### config.mk
export PLATFORM = sky130hd
export DESIGN_NAME = pclf_rot_row
export DESIGN_NICKNAME = d
export VERILOG_FILES = /design/src/rtl/pclf_pkg.sv /design/src/rtl/pclf_rot_row.sv
export SDC_FILE = /design/constraint.sdc
export NUM_CORES = 2
export LEC_CHECK = 0
export BUFFER_PORTS_ARGS = -buffer_cell sky130_fd_sc_hd__clkbuf_2
export CAP_MARGIN = 40
export CORE_ASPECT_RATIO = 0.5
export CORE_MARGIN = 2
export CORE_UTILIZATION = 63
export CTS_BUF_LIST = sky130_fd_sc_hd__clkbuf_8
export CTS_CLUSTER_DIAMETER = 100
export DETAILED_ROUTE_END_ITERATION = 6
export PLACE_DENSITY = 0.81
export SLEW_MARGIN = 10
export SYNTH_ARGS = -nofsm -noshare
export SYNTH_HDL_FRONTEND = slang
export SYNTH_SLANG_ARGS = --single-unit
### constraint.sdc
create_clock -name i_clk -period 17.7 [get_ports i_clk]
set_input_delay 0.885 -clock i_clk [delete_from_list [all_inputs] [get_ports i_clk]]
set_output_delay 0.885 -clock i_clk [all_outputs]
set_load 0.005 [all_outputs]
### src/rtl/pclf_pkg.sv
// Shared types, constants and helpers of the point crop and level filter
package pclf_pkg;

    localparam int PCLF_ADDR_W = 6;
    localparam int PCLF_DATA_W = 64;

    typedef enum logic [2:0] {
        REG_ROT_ROW_X     = 3'd0,
        REG_ROT_ROW_Y     = 3'd1,
        REG_ROT_ROW_Z     = 3'd2,
        REG_PRE_X_LIMITS  = 3'd3,
        REG_PRE_YZ_LIMITS = 3'd4,
        REG_LVL_X_LIMITS  = 3'd5,
        REG_LVL_YZ_LIMITS = 3'd6,
        REG_EGO_ENABLE    = 3'd7
    } t_reg_idx;

    localparam logic [47:0] RST_ROT_ROW_X     = 48'd16384;
    localparam logic [47:0] RST_ROT_ROW_Y     = 48'd1073741824;
    localparam logic [47:0] RST_ROT_ROW_Z     = 48'd70368744177664;
    localparam logic [31:0] RST_PRE_X_LIMITS  = 32'd393216000;
    localparam logic [31:0] RST_PRE_YZ_LIMITS = 32'd19662300;
    localparam logic [31:0] RST_LVL_X_LIMITS  = 32'd393216000;
    localparam logic [47:0] RST_LVL_YZ_LIMITS = 48'd1288490190300;
    localparam logic        RST_EGO_ENABLE    = 1'b1;

    localparam logic signed [15:0] EGO_X_MIN = -16'sd250;
    localparam logic signed [15:0] EGO_X_MAX = 16'sd380;
    localparam logic signed [15:0] EGO_Y_MIN = -16'sd190;
    localparam logic signed [15:0] EGO_Y_MAX = 16'sd190;
    localparam logic signed [15:0] EGO_Z_MIN = -16'sd150;
    localparam logic signed [15:0] EGO_Z_MAX = 16'sd550;

    localparam int FRAC_BITS = 14;

    typedef struct packed {
        logic adv_prod;
        logic adv_sum;
    } t_pipe_ctl;

    function automatic logic signed [16:0] abs17(input logic signed [15:0] v);
        logic signed [16:0] ext;
        ext = {v[15], v};
        return v[15] ? -ext : ext;
    endfunction

    function automatic logic signed [16:0] sext17(input logic [15:0] v);
        return $signed({v[15], v});
    endfunction

endpackage

### src/rtl/pclf_rot_row.sv
// One row of the leveling rotation: registered products, then sum, shift and saturate
module pclf_rot_row (
    input  logic                i_clk,
    input  pclf_pkg::t_pipe_ctl i_ctl,
    input  logic [47:0]         i_row,
    input  logic signed [15:0]  i_x,
    input  logic signed [15:0]  i_y,
    input  logic signed [15:0]  i_z,
    output logic signed [15:0]  o_level
);

    logic signed [31:0] r_p0, r_p1, r_p2;
    logic signed [32:0] w_sum;
    logic signed [18:0] w_quot;
    logic signed [15:0] n_level;
    logic signed [15:0] r_level;

    always_ff @(posedge i_clk) begin
        if (i_ctl.adv_prod) begin
            r_p0 <= $signed(i_row[15:0]) * i_x;
            r_p1 <= $signed(i_row[31:16]) * i_y;
            r_p2 <= $signed(i_row[47:32]) * i_z;
        end
    end

    always_comb begin
        w_sum  = 33'(r_p0) + 33'(r_p1) + 33'(r_p2);
        w_quot = w_sum[32:pclf_pkg::FRAC_BITS];
        if (w_quot[18:15] == {4{w_quot[15]}}) begin
            n_level = w_quot[15:0];
        end else if (w_quot[18]) begin
            n_level = 16'sh8000;
        end else begin
            n_level = 16'sh7fff;
        end
    end

    always_ff @(posedge i_clk) begin
        if (i_ctl.adv_sum) begin
            r_level <= n_level;
        end
    end

    assign o_level = r_level;

endmodule

==> results by group <==
Clock network
  – CTS clk-pin slew, worst paths: 110 ps
  – TritonCTS Buffers: 9
  – Sink Count: 112
  – Post-CTS setup repair buffer count: 0
  – Maximum clock path buffer count: 2
  – CTS hold repair buffers: 0
  – Worst skew pair latency: 400 ps
  – Post-CTS Resized: 0
  – CTS tree: done
  – CTS Root Cell: clkbuf_8
  – H-tree Lvls: 3

Setup path
  – Crit path max-delay family: adder cells
  – Crit Path Max Fanout: 16
  – FF-to-FF Start: r_p1[7]
  – Max stage delay on crit path: 750 ps
  – FF-to-FF path depth: 12
  – CP Capture Type: flip-flop
  – Bufs and invs on worst path: 4
  – Slowest cell on the critical path: fa_1
  – CP startpoint kind: input port
  – FF-to-FF setup slack: 13750 ps
  – WP data required: 17850 ps
  – Crit path top cell by count: fa_1
  – WS Path Type: input port to flip-flop
  – FF-to-FF End: o_level[0]
  – Worst-path cell chain: clkbuf_2 > nand2_1 > inv_1 > fa_1 > fa_1 > fa_1 > fa_1 > fa_1 > inv_1 > fa_1 > inv_1 > ha_1 > a21o_1 > a21o_1 > a21o_1 > a21oi_1 > o21ai_0 > a22o_1 > a2111oi_0 > o21bai_1 > a21oi_1 > xnor2_1
  – Crit path DAT: 7140 ps

Yosys
  – Synthesis-stage register bit count: 112
  – Syn_nets: 4755
  – Ys async rst share: 0%
  – Yosys warnings: 0
  – Number of flops mapped to enable cells by yosys: 112
  – Synth Cell Area: 34810 sq um
  – Top FF cell, synth: edfxtp_1
  – Area leader, netlist: fa_1
  – Seq/Total Area, Yosys: 9.662%
  – Post-synth cell types: 71
  – Syn_area_per_cell: 9.772 sq um
  – Synth area leaders: fa_1, ha_1, edfxtp_1, inv_1, and2_1
  – Post-Synthesis Cells: 3562
  – Yosys top cell area share: 46.99%

Timing
  – Crit path time final: 6986 ps
  – Fin Clk Skew: 17.84 ps
  – Final setup vio count: 0
  – Tcrit/Tclk final: 39.47%
  – Slew margin rel.: 39.57%
  – Fin. max-slew vios: 0
  – Fin. Hold Viols: 0
  – Worst Tran Pin Value: 904.7 ps
  – RSZ-0062 raised after global routing: no
  – Max Clock Freq: 143.1 MHz
  – Final setup TNS: 0 ps

Global route
  – Grt ovf: 0
  – Largest net degree at the start of global routing: 54
  – Total global-route track usage: 29.38%
  – First-pass GRT wire length: 132.8 mm
  – Vias in the first global route: 25870
  – Initial antenna violation count: 0

Layout
  – Share of cells above drive strength 1: 4.652%
  – Area delta synth->final: 3.734%
  – Ant diodes: 0
  – Fin util: 66.62%
  – Final nets: 4778

Route
  – Post-route DRC: 0
  – Routed Antenna Nets: 0
  – Initial DRC count: 1907
  – Via count: 23940
  – Via/cell ratio: 5.524
  – Wire length per cell: 17.94 um
  – WL final: 77.74 mm
  – DR pass1 iterations: 7

Die
  – Die H: 170.2 um
  – Cell row count: 60
  – I/O pin total: 115
  – Chip width: 336.4 um
  – Core Area: 54200 sq um
  – Die area: 57260 sq um
  – Initial Util: 64.22%

Outcome
  – Status: completed

Place
  – HPWL after DPL: 65.97 mm
  – GPL Wtd Cong: 0.9318
  – IO Port Bufs: 114

Min path
  – Hold EP: o_level[11]
  – Hold path start: i_ctl[0]
  – Hold depth: 1
  – Hold Path Class: input port to flip-flop

Job
  – Max cap viols: 0
[cell type report]
type                            instances  area, sq um
Clock buffer                            9        123.9
Clock inverter                          7        73.82
Fill cell                            4240        18090
Inverter                              878         3296
Multi-Input combinational cell       2469        27740
Sequential cell                       112         3363
Tap cell                              744        930.9
Timing Repair Buffer                  115        580.6
[stage by stage]
step	std cells	setup slack, ps	instance area (sq um)	hold WS, ps
floorplan	3562	10980	34810	916.3
global placement	4318	10580	35910	965.2
detailed placement	4318	10330	35910	1012
CTS	4334	10750	36110	978.9
global route	4334	10420	36110	995.8
finish	4334	10710	36110	996.7
[flip-flops by register name, indices dropped and copies added, names as in the netlist]
name,cells
r_p2,32
r_p0,32
o_level,16
r_p1,32
[worst max-delay path by stage]
stage,start,to,slack (ps),depth (start not counted)
floorplan,i_row[31],r_p1[31],10980,21
global placement,i_row[26],r_p1[31],10580,23
detailed placement,i_y[1],r_p1[31],10330,22
CTS,i_y[1],r_p1[31],10750,22
global route,i_y[1],r_p1[31],10420,22
finish,i_y[1],r_p1[31],10710,22
[cell usage in the layout (no fill, tap or decap), types with 9 or more instances in the layout]
cell type  instances
o21bai_1          21
nor2b_1           11
inv_1            878
and2_1           376
o21a_1            12
nand4_1           13
nand2b_1          20
nand3_1           15
clkbuf_2         113
xor2_1            37
o21ai_0           41
edfxtp_1         112
a21o_1            58
nor3_1            13
nand2_1          397
fa_1             817
clkbuf_8           9
nor2_1            74
and3_1            10
xnor2_1           87
ha_1             277
a21oi_1           85
[Yosys cell counts, drive strengths merged (2+ instances only)]
master	instances
nor4	2
a21boi	4
o31ai	4
o22ai	3
fa	817
xnor2	87
o21bai	22
a21o	66
edfxtp	112
and2	377
ha	277
a221oi	3
nand3b	2
nand2b	21
a2111oi	6
o21a	13
mux2i	2
a21oi	91
buf	4
nand3	16
nand2	397
a32oi	3
a211o	7
and3	12
o211ai	7
nand4	13
o311ai	2
xor2	37
nor3	13
a211oi	9
clkbuf	99
o21ai	48
nor2b	11
and4	2
or2	3
nor2	74
inv	878
a31oi	5
[worst register-to-register path: stages, from the launching register on]
cell       delay [ps]
edfxtp_1          450
fa_1              480
ha_1              340
a21oi_2           150
o21ai_2           110
a2111oi_2         430
a21oi_1           200
a21oi_1           260
mux2i_1           140
o21ai_1           200
o31ai_1           100
a211oi_2          760
a21o_2            180
[kinds of logic (layout without fill, tap and decap cells)]
kind of cell               Yosys count  count (layout)  synth area share [%]
AOI/OAI and AO/OA                  303             303                 5.978
and+or+nand+nor                    946             946                 13.60
adders and majority gates         1094            1094                 56.94
buffers and inverters              981            1009                 10.64
xor gates and xnor gates           124             124                 3.120
DFF                                112             112                 9.662
muxes                                2               2               0.05751
[routing by layer]
metal,GRT usage [%],routed length (um),vias to the layer above,part of all wire [%]
met5,0,0,-,0
met4,3.901,911,0,1.2
met3,4.455,6943,78,8.9
met2,46.77,35990,987,46
met1,44.25,33890,12200,44
li1,-,-,10670,-
Power is left out: the tool's default activity adds up to more than one toggle a clock period on the data nets, which glitch-free logic cannot reach.
